<file path="config.mk">
export PLATFORM = sky130hd
export DESIGN_NAME = pad_to_scale_note_mapper
export DESIGN_NICKNAME = d
export VERILOG_FILES = /design/src/pstm_pkg.sv /design/src/pstm_csr.sv /design/src/pstm_pad_decode.sv /design/src/pstm_scale_lookup.sv /design/src/pstm_note_out.sv /design/src/pad_to_scale_note_mapper.sv
export SDC_FILE = /design/constraint.sdc
export NUM_CORES = 1
export LEC_CHECK = 0
export BUFFER_PORTS_ARGS = -buffer_cell sky130_fd_sc_hd__buf_4
export CAP_MARGIN = 20
export CORE_MARGIN = 3
export CORE_UTILIZATION = 41
export CTS_CLUSTER_SIZE = 14
export DETAILED_ROUTE_END_ITERATION = 10
export HOLD_SLACK_MARGIN = 0.1
export MAX_ROUTING_LAYER = met4
export PLACE_DENSITY_LB_ADDON = 0.12
export REMOVE_ABC_BUFFERS = 1
export SLEW_MARGIN = 20
export SYNTH_ARGS = -nofsm -noshare
export SYNTH_HDL_FRONTEND = slang
export SYNTH_SLANG_ARGS = --single-unit
</file>
<file path="constraint.sdc">
create_clock -name clock -period 8.4 [get_ports clock]
set_input_delay 0.42 -clock clock [delete_from_list [all_inputs] [get_ports clock]]
set_output_delay 0.42 -clock clock [all_outputs]
set_load 0.02 [all_outputs]
</file>
<file path="src/pstm_pkg.sv">
// Shared constants, types and scale tables for the pad-to-scale note mapper.
package pstm_pkg;

   // Grid geometry
   localparam int GRID_COLUMNS = 8;
   localparam int GRID_ROWS    = 6;
   localparam int PAD_COUNT    = GRID_ROWS * GRID_COLUMNS;
   localparam int MASK_BITS    = 48;

   // Scale geometry
   localparam int SCALE_LEN    = 7;
   localparam int OCTAVE_SEMIS = 12;

   // Field widths
   localparam int PAD_W     = 6;
   localparam int VEL_W     = 8;
   localparam int KEY_W     = 4;
   localparam int MODE_W    = 4;
   localparam int OCT_W     = 4;
   localparam int MASK_W    = 48;
   localparam int NOTE_W    = 7;
   localparam int CSR_IDX_W = 2;
   localparam int REQ_W     = 16;
   localparam int RSP_W     = 8;

   // Internal widths
   localparam int POS_W   = 6;
   localparam int DEG_W   = 3;
   localparam int QUO_W   = 4;
   localparam int OFS_W   = 4;
   localparam int SUM_W   = 9;
   localparam int PROD_W  = 12;

   // Register indexes
   localparam logic [CSR_IDX_W-1:0] CSR_KEY_ROOT        = 2'd0;
   localparam logic [CSR_IDX_W-1:0] CSR_SCALE_MODE      = 2'd1;
   localparam logic [CSR_IDX_W-1:0] CSR_BASE_OCTAVE     = 2'd2;
   localparam logic [CSR_IDX_W-1:0] CSR_PAD_ENABLE_MASK = 2'd3;

   // Scale mode codes
   localparam logic [MODE_W-1:0] MODE_LAST_ROTATION = 4'd6;
   localparam logic [MODE_W-1:0] MODE_NAT_MINOR     = 4'd7;
   localparam logic [MODE_W-1:0] MODE_HARM_MINOR    = 4'd8;
   localparam logic [MODE_W-1:0] MODE_MEL_MINOR     = 4'd9;

   // Reset values
   localparam logic [OCT_W-1:0] BASE_OCTAVE_RESET = 4'd5;

   // Largest note number
   localparam logic [NOTE_W-1:0] NOTE_MAX = 7'd127;

   // Reciprocal of seven for six-bit operands: (v * 37) >> 8
   localparam logic [PROD_W-1:0] RECIP_SEVEN = 12'd37;

   typedef struct packed {
      logic [KEY_W-1:0]  key_root;
      logic [MODE_W-1:0] scale_mode;
      logic [OCT_W-1:0]  base_octave;
      logic [MASK_W-1:0] pad_enable_mask;
   } cfg_type;

   // Word leaving the pad decode stage
   typedef struct packed {
      logic             note_on;
      logic [POS_W-1:0] pos;
   } pad_word_type;

   // Word leaving the scale lookup stage
   typedef struct packed {
      logic             note_on;
      logic [QUO_W-1:0] oct_add;
      logic [OFS_W-1:0] offset;
   } scale_word_type;

   // Degree tables; the eighth entry only pads the table and never reaches a result
   localparam logic [OFS_W-1:0] MAJOR_TAB   [8] = '{4'd0, 4'd2, 4'd4, 4'd5, 4'd7, 4'd9, 4'd11, 4'd0};
   localparam logic [OFS_W-1:0] NAT_MIN_TAB [8] = '{4'd0, 4'd2, 4'd3, 4'd5, 4'd7, 4'd8, 4'd10, 4'd0};
   localparam logic [OFS_W-1:0] HARM_MIN_TAB[8] = '{4'd0, 4'd2, 4'd3, 4'd5, 4'd7, 4'd8, 4'd11, 4'd0};
   localparam logic [OFS_W-1:0] MEL_MIN_TAB [8] = '{4'd0, 4'd2, 4'd3, 4'd5, 4'd7, 4'd9, 4'd11, 4'd0};

   // Quotient of a six-bit value by seven
   function automatic logic [QUO_W-1:0] div_seven(input logic [POS_W-1:0] v);
      logic [PROD_W-1:0] prod;
      prod = PROD_W'(v) * RECIP_SEVEN;
      return prod[PROD_W-1:PROD_W-QUO_W];
   endfunction

   // Semitone offset above the octave of the pad for a mode and a degree
   function automatic logic [OFS_W-1:0] scale_offset(input logic [MODE_W-1:0] mode,
                                                     input logic [DEG_W-1:0]  degree);
      logic [DEG_W-1:0] rot;
      logic [DEG_W:0]   r;
      logic [DEG_W-1:0] ridx;
      logic [4:0]       wrap;
      logic [4:0]       sum;
      logic [OFS_W-1:0] res;
      rot  = (mode > MODE_MEL_MINOR) ? '0 : mode[DEG_W-1:0];
      r    = {1'b0, rot} + {1'b0, degree};
      ridx = (r >= (DEG_W+1)'(SCALE_LEN)) ? DEG_W'(r - (DEG_W+1)'(SCALE_LEN)) : r[DEG_W-1:0];
      wrap = (r >= (DEG_W+1)'(SCALE_LEN)) ? 5'(OCTAVE_SEMIS) : 5'd0;
      sum  = 5'(MAJOR_TAB[ridx]) + wrap - 5'(MAJOR_TAB[rot]);
      case (mode)
         MODE_NAT_MINOR:  res = NAT_MIN_TAB[degree];
         MODE_HARM_MINOR: res = HARM_MIN_TAB[degree];
         MODE_MEL_MINOR:  res = MEL_MIN_TAB[degree];
         default:         res = sum[OFS_W-1:0];
      endcase
      return res;
   endfunction

endpackage

</file>
<file path="src/pstm_csr.sv">
// Configuration register bank of the note mapper.
module pstm_csr (
   input  logic                            clock,
   input  logic                            reset,
   input  logic                            csr_valid,
   output logic                            csr_ready,
   input  logic [pstm_pkg::CSR_IDX_W-1:0]  csr_index,
   input  logic [pstm_pkg::MASK_W-1:0]     csr_data,
   output pstm_pkg::cfg_type               cfg
);

   pstm_pkg::cfg_type cfg_ff, cfg_in;

   assign csr_ready = 1'b1;
   assign cfg       = cfg_ff;

   // Pick the register addressed by an accepted write
   always_comb begin
      cfg_in = cfg_ff;
      if (csr_valid) begin
         case (csr_index)
            pstm_pkg::CSR_KEY_ROOT:
               cfg_in.key_root = csr_data[pstm_pkg::KEY_W-1:0];
            pstm_pkg::CSR_SCALE_MODE:
               cfg_in.scale_mode = csr_data[pstm_pkg::MODE_W-1:0];
            pstm_pkg::CSR_BASE_OCTAVE:
               cfg_in.base_octave = csr_data[pstm_pkg::OCT_W-1:0];
            pstm_pkg::CSR_PAD_ENABLE_MASK:
               cfg_in.pad_enable_mask = csr_data;
            default:
               cfg_in = cfg_ff;
         endcase
      end
   end

   always_ff @(posedge clock) begin
      if (reset) begin
         cfg_ff.key_root        <= '0;
         cfg_ff.scale_mode      <= '0;
         cfg_ff.base_octave     <= pstm_pkg::BASE_OCTAVE_RESET;
         cfg_ff.pad_enable_mask <= '0;
      end else begin
         cfg_ff <= cfg_in;
      end
   end

endmodule

</file>
<file path="src/pstm_pad_decode.sv">
// First stage: grid and mask check, scale position of the pad.
module pstm_pad_decode (
   input  logic                          clock,
   input  logic                          reset,
   input  pstm_pkg::cfg_type             cfg,
   input  logic                          in_valid,
   output logic                          in_ready,
   input  logic [pstm_pkg::PAD_W-1:0]    pad_index,
   input  logic [pstm_pkg::VEL_W-1:0]    velocity,
   output logic                          out_valid,
   input  logic                          out_ready,
   output pstm_pkg::pad_word_type        out_word
);

   logic                          valid_ff;
   logic                          valid_in;
   pstm_pkg::pad_word_type        word_ff, word_in;
   logic [pstm_pkg::PAD_W-1:0]    row;
   logic [pstm_pkg::PAD_W-1:0]    col;
   logic [pstm_pkg::PAD_W+1:0]    pos_wide;
   logic                          in_grid;
   logic                          enabled;

   assign in_ready  = !valid_ff || out_ready;
   assign out_valid = valid_ff;
   assign out_word  = word_ff;

   // Split the pad number and form 2*row - row/2 + col
   always_comb begin
      row      = pstm_pkg::PAD_W'(pad_index / pstm_pkg::GRID_COLUMNS);
      col      = pstm_pkg::PAD_W'(pad_index % pstm_pkg::GRID_COLUMNS);
      pos_wide = {1'b0, row, 1'b0} - (pstm_pkg::PAD_W+2)'(row >> 1)
                 + (pstm_pkg::PAD_W+2)'(col);
      in_grid  = (int'(pad_index) < pstm_pkg::PAD_COUNT)
                 && (int'(pad_index) < pstm_pkg::MASK_BITS);
      enabled  = in_grid && cfg.pad_enable_mask[pad_index];
      word_in.note_on = (velocity != '0);
      word_in.pos     = pos_wide[pstm_pkg::POS_W-1:0];
      valid_in = in_valid && enabled;
   end

   // Advance when the next stage can take the word; drop disabled pads
   always_ff @(posedge clock) begin
      if (reset) begin
         valid_ff <= 1'b0;
      end else if (in_ready) begin
         valid_ff <= valid_in;
      end
   end

   always_ff @(posedge clock) begin
      if (in_ready) begin
         word_ff <= word_in;
      end
   end

endmodule

</file>
<file path="src/pstm_scale_lookup.sv">
// Second stage: degree and octave split, scale table lookup.
module pstm_scale_lookup (
   input  logic                      clock,
   input  logic                      reset,
   input  pstm_pkg::cfg_type         cfg,
   input  logic                      in_valid,
   output logic                      in_ready,
   input  pstm_pkg::pad_word_type    in_word,
   output logic                      out_valid,
   input  logic                      out_ready,
   output pstm_pkg::scale_word_type  out_word
);

   logic                             valid_ff;
   pstm_pkg::scale_word_type         word_ff, word_in;
   logic [pstm_pkg::QUO_W-1:0]       quo;
   logic [pstm_pkg::POS_W-1:0]       rem;

   assign in_ready  = !valid_ff || out_ready;
   assign out_valid = valid_ff;
   assign out_word  = word_ff;

   // Divide the position by seven and look up the degree's offset
   always_comb begin
      quo = pstm_pkg::div_seven(in_word.pos);
      rem = in_word.pos - pstm_pkg::POS_W'(quo * pstm_pkg::QUO_W'(pstm_pkg::SCALE_LEN));
      word_in.note_on = in_word.note_on;
      word_in.oct_add = quo;
      word_in.offset  = pstm_pkg::scale_offset(cfg.scale_mode, rem[pstm_pkg::DEG_W-1:0]);
   end

   always_ff @(posedge clock) begin
      if (reset) begin
         valid_ff <= 1'b0;
      end else if (in_ready) begin
         valid_ff <= in_valid;
      end
   end

   always_ff @(posedge clock) begin
      if (in_ready) begin
         word_ff <= word_in;
      end
   end

endmodule

</file>
<file path="src/pstm_note_out.sv">
// Third stage: note number sum, clamp and output register.
module pstm_note_out (
   input  logic                          clock,
   input  logic                          reset,
   input  pstm_pkg::cfg_type             cfg,
   input  logic                          in_valid,
   output logic                          in_ready,
   input  pstm_pkg::scale_word_type      in_word,
   output logic                          rsp_tvalid,
   input  logic                          rsp_tready,
   output logic [pstm_pkg::RSP_W-1:0]    rsp_tdata
);

   logic                          valid_ff;
   logic [pstm_pkg::RSP_W-1:0]    data_ff, data_in;
   logic [4:0]                    oct_sum;
   logic [pstm_pkg::SUM_W-1:0]    note_sum;
   logic [pstm_pkg::NOTE_W-1:0]   note;

   assign in_ready   = !valid_ff || rsp_tready;
   assign rsp_tvalid = valid_ff;
   assign rsp_tdata  = data_ff;

   // Octave times twelve as shift-add, then key and offset, clamp to the top note
   always_comb begin
      oct_sum  = 5'(cfg.base_octave) + 5'(in_word.oct_add);
      note_sum = (pstm_pkg::SUM_W'(oct_sum) << 3) + (pstm_pkg::SUM_W'(oct_sum) << 2)
                 + pstm_pkg::SUM_W'(cfg.key_root) + pstm_pkg::SUM_W'(in_word.offset);
      note     = (note_sum > pstm_pkg::SUM_W'(pstm_pkg::NOTE_MAX))
                 ? pstm_pkg::NOTE_MAX : note_sum[pstm_pkg::NOTE_W-1:0];
      data_in  = {note, in_word.note_on};
   end

   // Hold the word until the consumer takes it
   always_ff @(posedge clock) begin
      if (reset) begin
         valid_ff <= 1'b0;
      end else if (in_ready) begin
         valid_ff <= in_valid;
      end
   end

   always_ff @(posedge clock) begin
      if (in_ready) begin
         data_ff <= data_in;
      end
   end

endmodule

</file>
<file path="src/pad_to_scale_note_mapper.sv">
// Top level of the pad-to-scale note mapper.
//
//   channel | direction | ports                         | word contents
//   --------+-----------+-------------------------------+-----------------------------------
//   req     | in        | req_tvalid/tready/tdata[15:0] | pad_index[5:0], velocity[13:6]
//   rsp     | out       | rsp_tvalid/tready/tdata[7:0]  | note_on[0], note_number[7:1]
//   csr     | in        | csr_valid/ready/index/data    | key_root, scale_mode, base_octave, mask
//
// One word can be taken every cycle unless a stall on rsp has backed up to the first stage;
// a result passes through three register stages (pad decode, scale lookup, note sum and output).
// Words for disabled or off-grid pads are dropped in the first stage. Reset is synchronous,
// clears the stage valid bits and resets the configuration registers; csr_ready is always high.
// A stall on rsp holds each stage whose successor is full, and bubbles close up.
module pad_to_scale_note_mapper (
   input  logic                            clock,
   input  logic                            reset,
   input  logic                            req_tvalid,
   output logic                            req_tready,
   input  logic [pstm_pkg::REQ_W-1:0]      req_tdata,   // pad_index[5:0], velocity[13:6], zero
   output logic                            rsp_tvalid,
   input  logic                            rsp_tready,
   output logic [pstm_pkg::RSP_W-1:0]      rsp_tdata,   // note_on[0], note_number[7:1]
   input  logic                            csr_valid,
   output logic                            csr_ready,
   input  logic [pstm_pkg::CSR_IDX_W-1:0]  csr_index,
   input  logic [pstm_pkg::MASK_W-1:0]     csr_data
);

   pstm_pkg::cfg_type         cfg;
   logic                      pad_valid;
   logic                      pad_ready;
   pstm_pkg::pad_word_type    pad_word;
   logic                      scale_valid;
   logic                      scale_ready;
   pstm_pkg::scale_word_type  scale_word;

   pstm_csr u_csr (
      .clock     (clock),
      .reset     (reset),
      .csr_valid (csr_valid),
      .csr_ready (csr_ready),
      .csr_index (csr_index),
      .csr_data  (csr_data),
      .cfg       (cfg)
   );

   pstm_pad_decode u_pad_decode (
      .clock     (clock),
      .reset     (reset),
      .cfg       (cfg),
      .in_valid  (req_tvalid),
      .in_ready  (req_tready),
      .pad_index (req_tdata[pstm_pkg::PAD_W-1:0]),
      .velocity  (req_tdata[pstm_pkg::PAD_W+pstm_pkg::VEL_W-1:pstm_pkg::PAD_W]),
      .out_valid (pad_valid),
      .out_ready (pad_ready),
      .out_word  (pad_word)
   );

   pstm_scale_lookup u_scale_lookup (
      .clock     (clock),
      .reset     (reset),
      .cfg       (cfg),
      .in_valid  (pad_valid),
      .in_ready  (pad_ready),
      .in_word   (pad_word),
      .out_valid (scale_valid),
      .out_ready (scale_ready),
      .out_word  (scale_word)
   );

   pstm_note_out u_note_out (
      .clock      (clock),
      .reset      (reset),
      .cfg        (cfg),
      .in_valid   (scale_valid),
      .in_ready   (scale_ready),
      .in_word    (scale_word),
      .rsp_tvalid (rsp_tvalid),
      .rsp_tready (rsp_tready),
      .rsp_tdata  (rsp_tdata)
   );

endmodule

</file>
-- Yosys cells after proc, flatten, opt, wreduce, memory -nomap -nowiden
Memory sizes are Yosys's and may differ from the RTL's.
Cells that the tools add are included.
- register bits after elaboration: 87
- bits in read-only memories: 160
- input bits: 71
- output and inout port bits: 11
- word-level logic and storage cells: 79
- memories: 5
- memory list (name ; depth ; width ; read ports ; clocked after memory_dff ; wr ports ; RTL line ; source):
    (name not given) ; 8 ; 4 ; 1 ; 0 ; 0 ; pstm_pkg.sv:101 ; sum = 5'(MAJOR_TAB[ridx]) + wrap - 5'(MAJOR_TAB[rot]);
    (name not given) ; 8 ; 4 ; 1 ; 0 ; 0 ; pstm_pkg.sv:101 ;
    (name not given) ; 8 ; 4 ; 1 ; 0 ; 0 ; pstm_pkg.sv:103 ; MODE_NAT_MINOR: res = NAT_MIN_TAB[degree];
    (name not given) ; 8 ; 4 ; 1 ; 0 ; 0 ; pstm_pkg.sv:104 ; MODE_HARM_MINOR: res = HARM_MIN_TAB[degree];
    (name not given) ; 8 ; 4 ; 1 ; 0 ; 0 ; pstm_pkg.sv:105 ; MODE_MEL_MINOR: res = MEL_MIN_TAB[degree];
- add/subtract/negate cells: 11
- multiply operators: 2
- magnitude comparators: 8
- equality and inequality tests: 6
- mux-type cells: 16
- bitwise operators: 3
- reduce and logical (&&, ||, !) cells: 14
- operators by type and width (kind ; count):
    4-bit 2-to-1 mux ; 11
    9-bit by 4-bit adder with 9-bit output ; 2
    4-bit >= comparator (second input constant) ; 3
    6-bit by 6-bit multiplier with 12-bit output (second input constant) ; 1
    3-bit inverter with 4-bit output ; 3
    4-bit one-hot mux with 3 select lines ; 1
    8-bit by 7-bit adder with 9-bit output ; 1
    9-bit by 7-bit > comparator with 1-bit output (second input constant) ; 1
    4-bit == test (second input constant) ; 2
    2-bit AND reduction ; 4
    8-bit nonzero test ; 1
    6-bit by 7-bit < comparator with 1-bit output (second input constant) ; 1
    6-bit by 3-bit adder with 6-bit output ; 1
    1-bit binary-select mux with 6-bit select ; 1
    6-bit < comparator (second input constant) ; 1
    3-bit 2-to-1 mux ; 2
    4-bit by 4-bit adder with 5-bit output ; 1
    4-bit by 2-bit subtractor with 5-bit output ; 1
    3-bit by 3-bit adder with 4-bit output ; 1
    4-bit adder ; 1
    2-bit == test (second input constant) ; 2
    4-bit by 3-bit == test with 1-bit output (second input constant) ; 1
    4-bit by 3-bit >= comparator with 1-bit output (second input constant) ; 1
    4-bit > comparator (second input constant) ; 1
    10 further kinds ; 15

-- Logic depth before layout (Yosys ltp)
- depth in word-level cells: 13
- depth in mapped cells: 32

-- By module
From an unflattened synthesis, not the netlist that was laid out.
- cells, all modules: 546
- area, all modules: 5839.4 um^2
- modules (own cells, without submodules) (module ; instances ; cells an instance ; area an instance (um^2) ; sequential area each (um^2)):
    pstm_csr ; 1 ; 256 ; 2633.8 ; 1201.2
    pstm_scale_lookup ; 1 ; 136 ; 1360.1 ; 290.3
    pstm_note_out ; 1 ; 86 ; 948.4 ; 260.2
    pstm_pad_decode ; 1 ; 68 ; 897.1 ; 230.2

-- Worst setup path before layout
OpenSTA, ideal clock, no wires.
- kind: register -> register
- from: register u_pad_decode.word_ff, in the netlist u_pad_decode.out_word[5]
- to: register u_scale_lookup.word_ff, in the netlist u_scale_lookup.out_word[3] (data pin)
- library setup time: 266 ps
- data arrival time: 6869 ps
- path slack: 1265 ps
- stages on the path, launching flop included: 31
- path buffers: 0
- cell sequence: edfxtp_1 > ha_1 > ha_1 > fa_1 > ha_1 > nand4_1 > o21ai_0 > nand2b_1 > a21oi_1 > xnor2_1 > xor2_1 > fa_1 > xnor2_1 > xnor2_1 > xnor3_1 > inv_1 > ha_1 > xor2_1 > a221oi_1 > mux2_2 > inv_1 > ha_1 > o21a_1 > fa_1 > inv_1 > fa_1 > xor2_1 > xnor2_1 > xnor2_1 > xnor2_1 > o22ai_1
- RTL lines (item ; RTL line ; source):
    start: declaration ; pstm_pad_decode.sv:17 ; pstm_pkg::pad_word_type word_ff, word_in;
    start signal: assignment ; pstm_pad_decode.sv:53 ; word_ff <= word_in;
    end signal: assignment ; pstm_scale_lookup.sv:42 ; word_ff <= word_in;
    end: declaration ; pstm_scale_lookup.sv:15 ; pstm_pkg::scale_word_type word_ff, word_in;

==> flow_results.xml <==
<?xml version="1.0" encoding="UTF-8"?>
<metrics>
  <group name="logic_synthesis">
    <metric name="synth_mux_area_share" unit="%">9.84</metric>
    <metric name="post_synth_num_cell_types" unit="">47</metric>
    <metric name="share_of_the_synthesized_area_in_compound_gates_ao_oa_aoi_oai" unit="%">10.9</metric>
    <metric name="postSynthRegisterBits" unit="">87</metric>
    <metric name="synth_enable_flop_cells" unit="">24</metric>
    <metric name="synthAdderAreaFrac" unit="%">18.6</metric>
    <metric name="synth_top_family_by_area" unit="">adder cells</metric>
    <metric name="synthSimpleGateAreaFrac" unit="%">13.4</metric>
    <metric name="yosys_warns" unit="">0</metric>
    <metric name="netlist_instances" unit="">533</metric>
    <metric name="mappedNetlistArea" unit="sq um">5190</metric>
    <metric name="synth_area_per_cell" unit="sq um">9.74</metric>
    <metric name="synth-main-ff-cell" unit="">dfxtp_1</metric>
    <metric name="synth_xor_xnor_area_share" unit="%">4.65</metric>
    <metric name="register_area_share_after_synthesis" unit="%">38.2</metric>
    <metric name="async_reset_ff_share" unit="%">0</metric>
  </group>
  <group name="clock_network">
    <metric name="cts_setup_buffers" unit="">0</metric>
    <metric name="clock_path_buffers" unit="">2</metric>
    <metric name="number_of_instances_resized_during_post_cts_repair" unit="">0</metric>
    <metric name="cts.hold.buffers_added" unit="">0</metric>
    <metric name="clock_tree.htree_level_count" unit="">3</metric>
    <metric name="clock_latency" unit="ps">340</metric>
    <metric name="tritoncts" unit="">yes</metric>
    <metric name="clk_pin_slew_worst_paths" unit="ps">60</metric>
    <metric name="root_buffer" unit="">clkbuf_16</metric>
    <metric name="cts_inserted_buffers" unit="">9</metric>
    <metric name="tritoncts_num_sinks" unit="">87</metric>
  </group>
  <group name="global_routing">
    <metric name="grt_use_total" unit="%">16.0</metric>
    <metric name="busiest_layer" unit="">met2</metric>
    <metric name="grt_util_met3" unit="%">3.16</metric>
    <metric name="grt_first_pass_wirelength" unit="mm">17.6</metric>
    <metric name="first_global_vias" unit="">3791</metric>
    <metric name="met2_usage" unit="%">26.3</metric>
    <metric name="grt.met1_usage" unit="%">19.4</metric>
    <metric name="overflow" unit="">0</metric>
    <metric name="grt_start_max_net_pins" unit="">65</metric>
    <metric name="antenna_found_initial" unit="">0</metric>
  </group>
  <group name="final_layout">
    <metric name="finish.net_count" unit="">744</metric>
    <metric name="diodes" unit="">0</metric>
    <metric name="layout.cells.most_common" unit="">nand2_1</metric>
    <metric name="synth_to_layout_area_growth" unit="%">19.6</metric>
    <metric name="mostFrequentLayoutCells" unit="">nand2_1, buf_4, a21oi_1</metric>
    <metric name="final_layout_size_suffix_gt1_share" unit="%">16.8</metric>
  </group>
  <group name="critical_path">
    <metric name="crit_path_top_delay_cell" unit="">fa_1</metric>
    <metric name="worstSetupPathType" unit="">reg -&gt; reg</metric>
    <metric name="rrSetupSlack" unit="ps">640</metric>
    <metric name="critical_path.max_fanout" unit="">6</metric>
    <metric name="cp-start-kind" unit="">register</metric>
    <metric name="critPathMaxStageDelay" unit="ps">500</metric>
    <metric name="crit_buf_inv" unit="">3</metric>
    <metric name="cp_required" unit="ps">8480</metric>
    <metric name="reg2reg_from" unit="">u_pad_decode.out_word[5]$_DFFE_PP_</metric>
    <metric name="worst-endpoint-arrival" unit="ps">7840</metric>
    <metric name="critPathTopFamily" unit="">adder cells</metric>
    <metric name="reg2reg_to" unit="">u_scale_lookup.out_word[3]$_DFFE_PP_</metric>
    <metric name="most_frequent_cell_on_the_critical_path" unit="">xnor2_1</metric>
    <metric name="r2r_cells" unit="">30</metric>
    <metric name="crit_path_end_kind" unit="">register</metric>
  </group>
  <group name="die">
    <metric name="rows" unit="">40</metric>
    <metric name="design.die.area" unit="sq um">14000</metric>
    <metric name="die-width" unit="microns">119</metric>
    <metric name="ios" unit="">82</metric>
    <metric name="die_h" unit="microns">119</metric>
    <metric name="core_area" unit="sq um">12200</metric>
    <metric name="initial_utilization" unit="%">42.5</metric>
  </group>
  <group name="timing">
    <metric name="timing.final.setup_violations" unit="">0</metric>
    <metric name="totalNegativeSetupSlack" unit="ps">0</metric>
    <metric name="rsz0062_at_grt" unit="">false</metric>
    <metric name="worst_pin_slew" unit="ps">774</metric>
    <metric name="clock-skew-final" unit="ps">5.47</metric>
    <metric name="report.final.hold_viol_count" unit="">0</metric>
    <metric name="timing_max_transition_violations_final" unit="">0</metric>
    <metric name="period_share" unit="%">92.3</metric>
    <metric name="timing.slew.headroom" unit="%">48.3</metric>
    <metric name="min_period" unit="ps">7760</metric>
    <metric name="fmax" unit="MHz">129</metric>
  </group>
  <group name="hold_path">
    <metric name="timing.hold.worst.start" unit="">csr_data[37]</metric>
    <metric name="timing.hold.worst_endpoint" unit="">u_csr.cfg[37]$_SDFFE_PP0P_</metric>
    <metric name="timing.hold.worst.class" unit="">in -&gt; reg</metric>
    <metric name="worstHoldPathCells" unit="">3</metric>
  </group>
  <group name="route">
    <metric name="vias_per_cell" unit="">4.99</metric>
    <metric name="drt-pass1-iter-count" unit="">5</metric>
    <metric name="avgRoutedWirePerCell" unit="microns">13.5</metric>
    <metric name="drc_errors" unit="">0</metric>
    <metric name="totalWireLength" unit="mm">10.5</metric>
    <metric name="detail-route-antenna-nets" unit="">0</metric>
    <metric name="vias" unit="">3865</metric>
    <metric name="detail_route.iter0.violations" unit="">147</metric>
  </group>
  <group name="placed_design">
    <metric name="place.detailed.hpwl" unit="mm">7.83</metric>
    <metric name="gp_congestion" unit="">0.824</metric>
    <metric name="buffers_on_ports" unit="">78</metric>
  </group>
  <group name="job">
    <metric name="maximum_capacitance_violations" unit="">0</metric>
  </group>
  <group name="outcome">
    <metric name="status" unit="">complete, no violations</metric>
  </group>
</metrics>
cells in the mapped netlist (4+ instances only):
cell type  instances  area (sq um)
ha_1              58           726
nand2_1          104           390
mux4_1             9           236
clkbuf_1          15          56.3
a21o_1             7          52.6
mux4_2             5           113
mux2i_1           15           150
xor2_1            11          96.3
dfxtp_1           63          1260
o22ai_1            4          25.0
xnor2_1           14           123
nand2b_1           4          25.0
nor2b_1            8          50.1
edfxtp_1          24           721
inv_1             34           128
fa_1              12           240
o21ai_0            7          35.0
nor2_1            27           101
a21oi_1           64           320
nand3_1            6          30.0
through the flow:
step           instance area, sq um  util (%)  std cells  hold WS (ps)  setup WS [ps]
2_1_floorplan                  5100         -        512           400           1260
3_3_place_gp                   5910      48.4        760           404            743
3_5_place_dp                   5910      48.4        760           405            617
4_1_cts                        6210      50.8        775           310            596
5_1_grt                        6210      50.8        775           325           42.3
6_report                       6210      50.8        775           322            643
state kept, by name, indices dropped and copies added, names as in the netlist:
signal and cells:
u_note_out.rsp_tvalid 1, u_csr.cfg 60, u_note_out.rsp_tdata 8, u_pad_decode.out_word 7
u_pad_decode.out_valid 1, u_scale_lookup.out_valid 1, u_scale_lookup.out_word 9
how the worst max path moves through the flow:
| stage | from | to | slack [ps] | cells past startpoint |
|---|---|---|---|---|
| after floorplan | u_pad_decode.out_word[5]$_DFFE_PP_ | u_scale_lookup.out_word[3]$_DFFE_PP_ | 1260 | 30 |
| after global placement | u_pad_decode.out_word[5]$_DFFE_PP_ | u_scale_lookup.out_word[3]$_DFFE_PP_ | 740 | 30 |
| after detailed placement | u_pad_decode.out_word[5]$_DFFE_PP_ | u_scale_lookup.out_word[3]$_DFFE_PP_ | 620 | 30 |
| after CTS | u_pad_decode.out_word[5]$_DFFE_PP_ | u_scale_lookup.out_word[3]$_DFFE_PP_ | 600 | 30 |
| after global routing | u_pad_decode.out_word[5]$_DFFE_PP_ | u_scale_lookup.out_word[3]$_DFFE_PP_ | 40 | 30 |
| final | u_pad_decode.out_word[5]$_DFFE_PP_ | u_scale_lookup.out_word[3]$_DFFE_PP_ | 640 | 30 |
kinds of logic after synthesis:
group | count (synthesis)
AND/OR/NAND/NOR | 164
AO/OA/AOI/OAI | 99
adder cells (fa/ha/maj) | 70
flip-flops | 87
XOR/XNOR | 26
other | 2
multiplexers | 30
buffers and inverters | 55
area by class of cell:
type,count,area (sq um)
Fill cell,1210,6000
Multi-Input combinational cell,391,2990
Sequential cell,87,1980
Timing Repair Buffer,80,601
Clock buffer,11,275
Tap cell,168,210
Inverter,34,128
Clock inverter,4,25.0
metal layers:
layer,part of all wire (%),wire [microns]
met2,49,5110
met3,4.1,429
met5,0,0
met4,1.9,201
met1,45,4730
worst register-to-register path, delay by kind of cell, from the launching register on:
kind,cells,cell delay (ps)
AO/OA/AOI/OAI,5,1080
XOR/XNOR,10,1980
adder cells (fa/ha/maj),9,3190
buffers and inverters,3,200
flip-flops,1,490
multiplexers,1,280
AND/OR/NAND/NOR,2,290
Power is left out: the tool's default activity adds up to more than one toggle a clock period on the data nets, which glitch-free logic cannot reach.
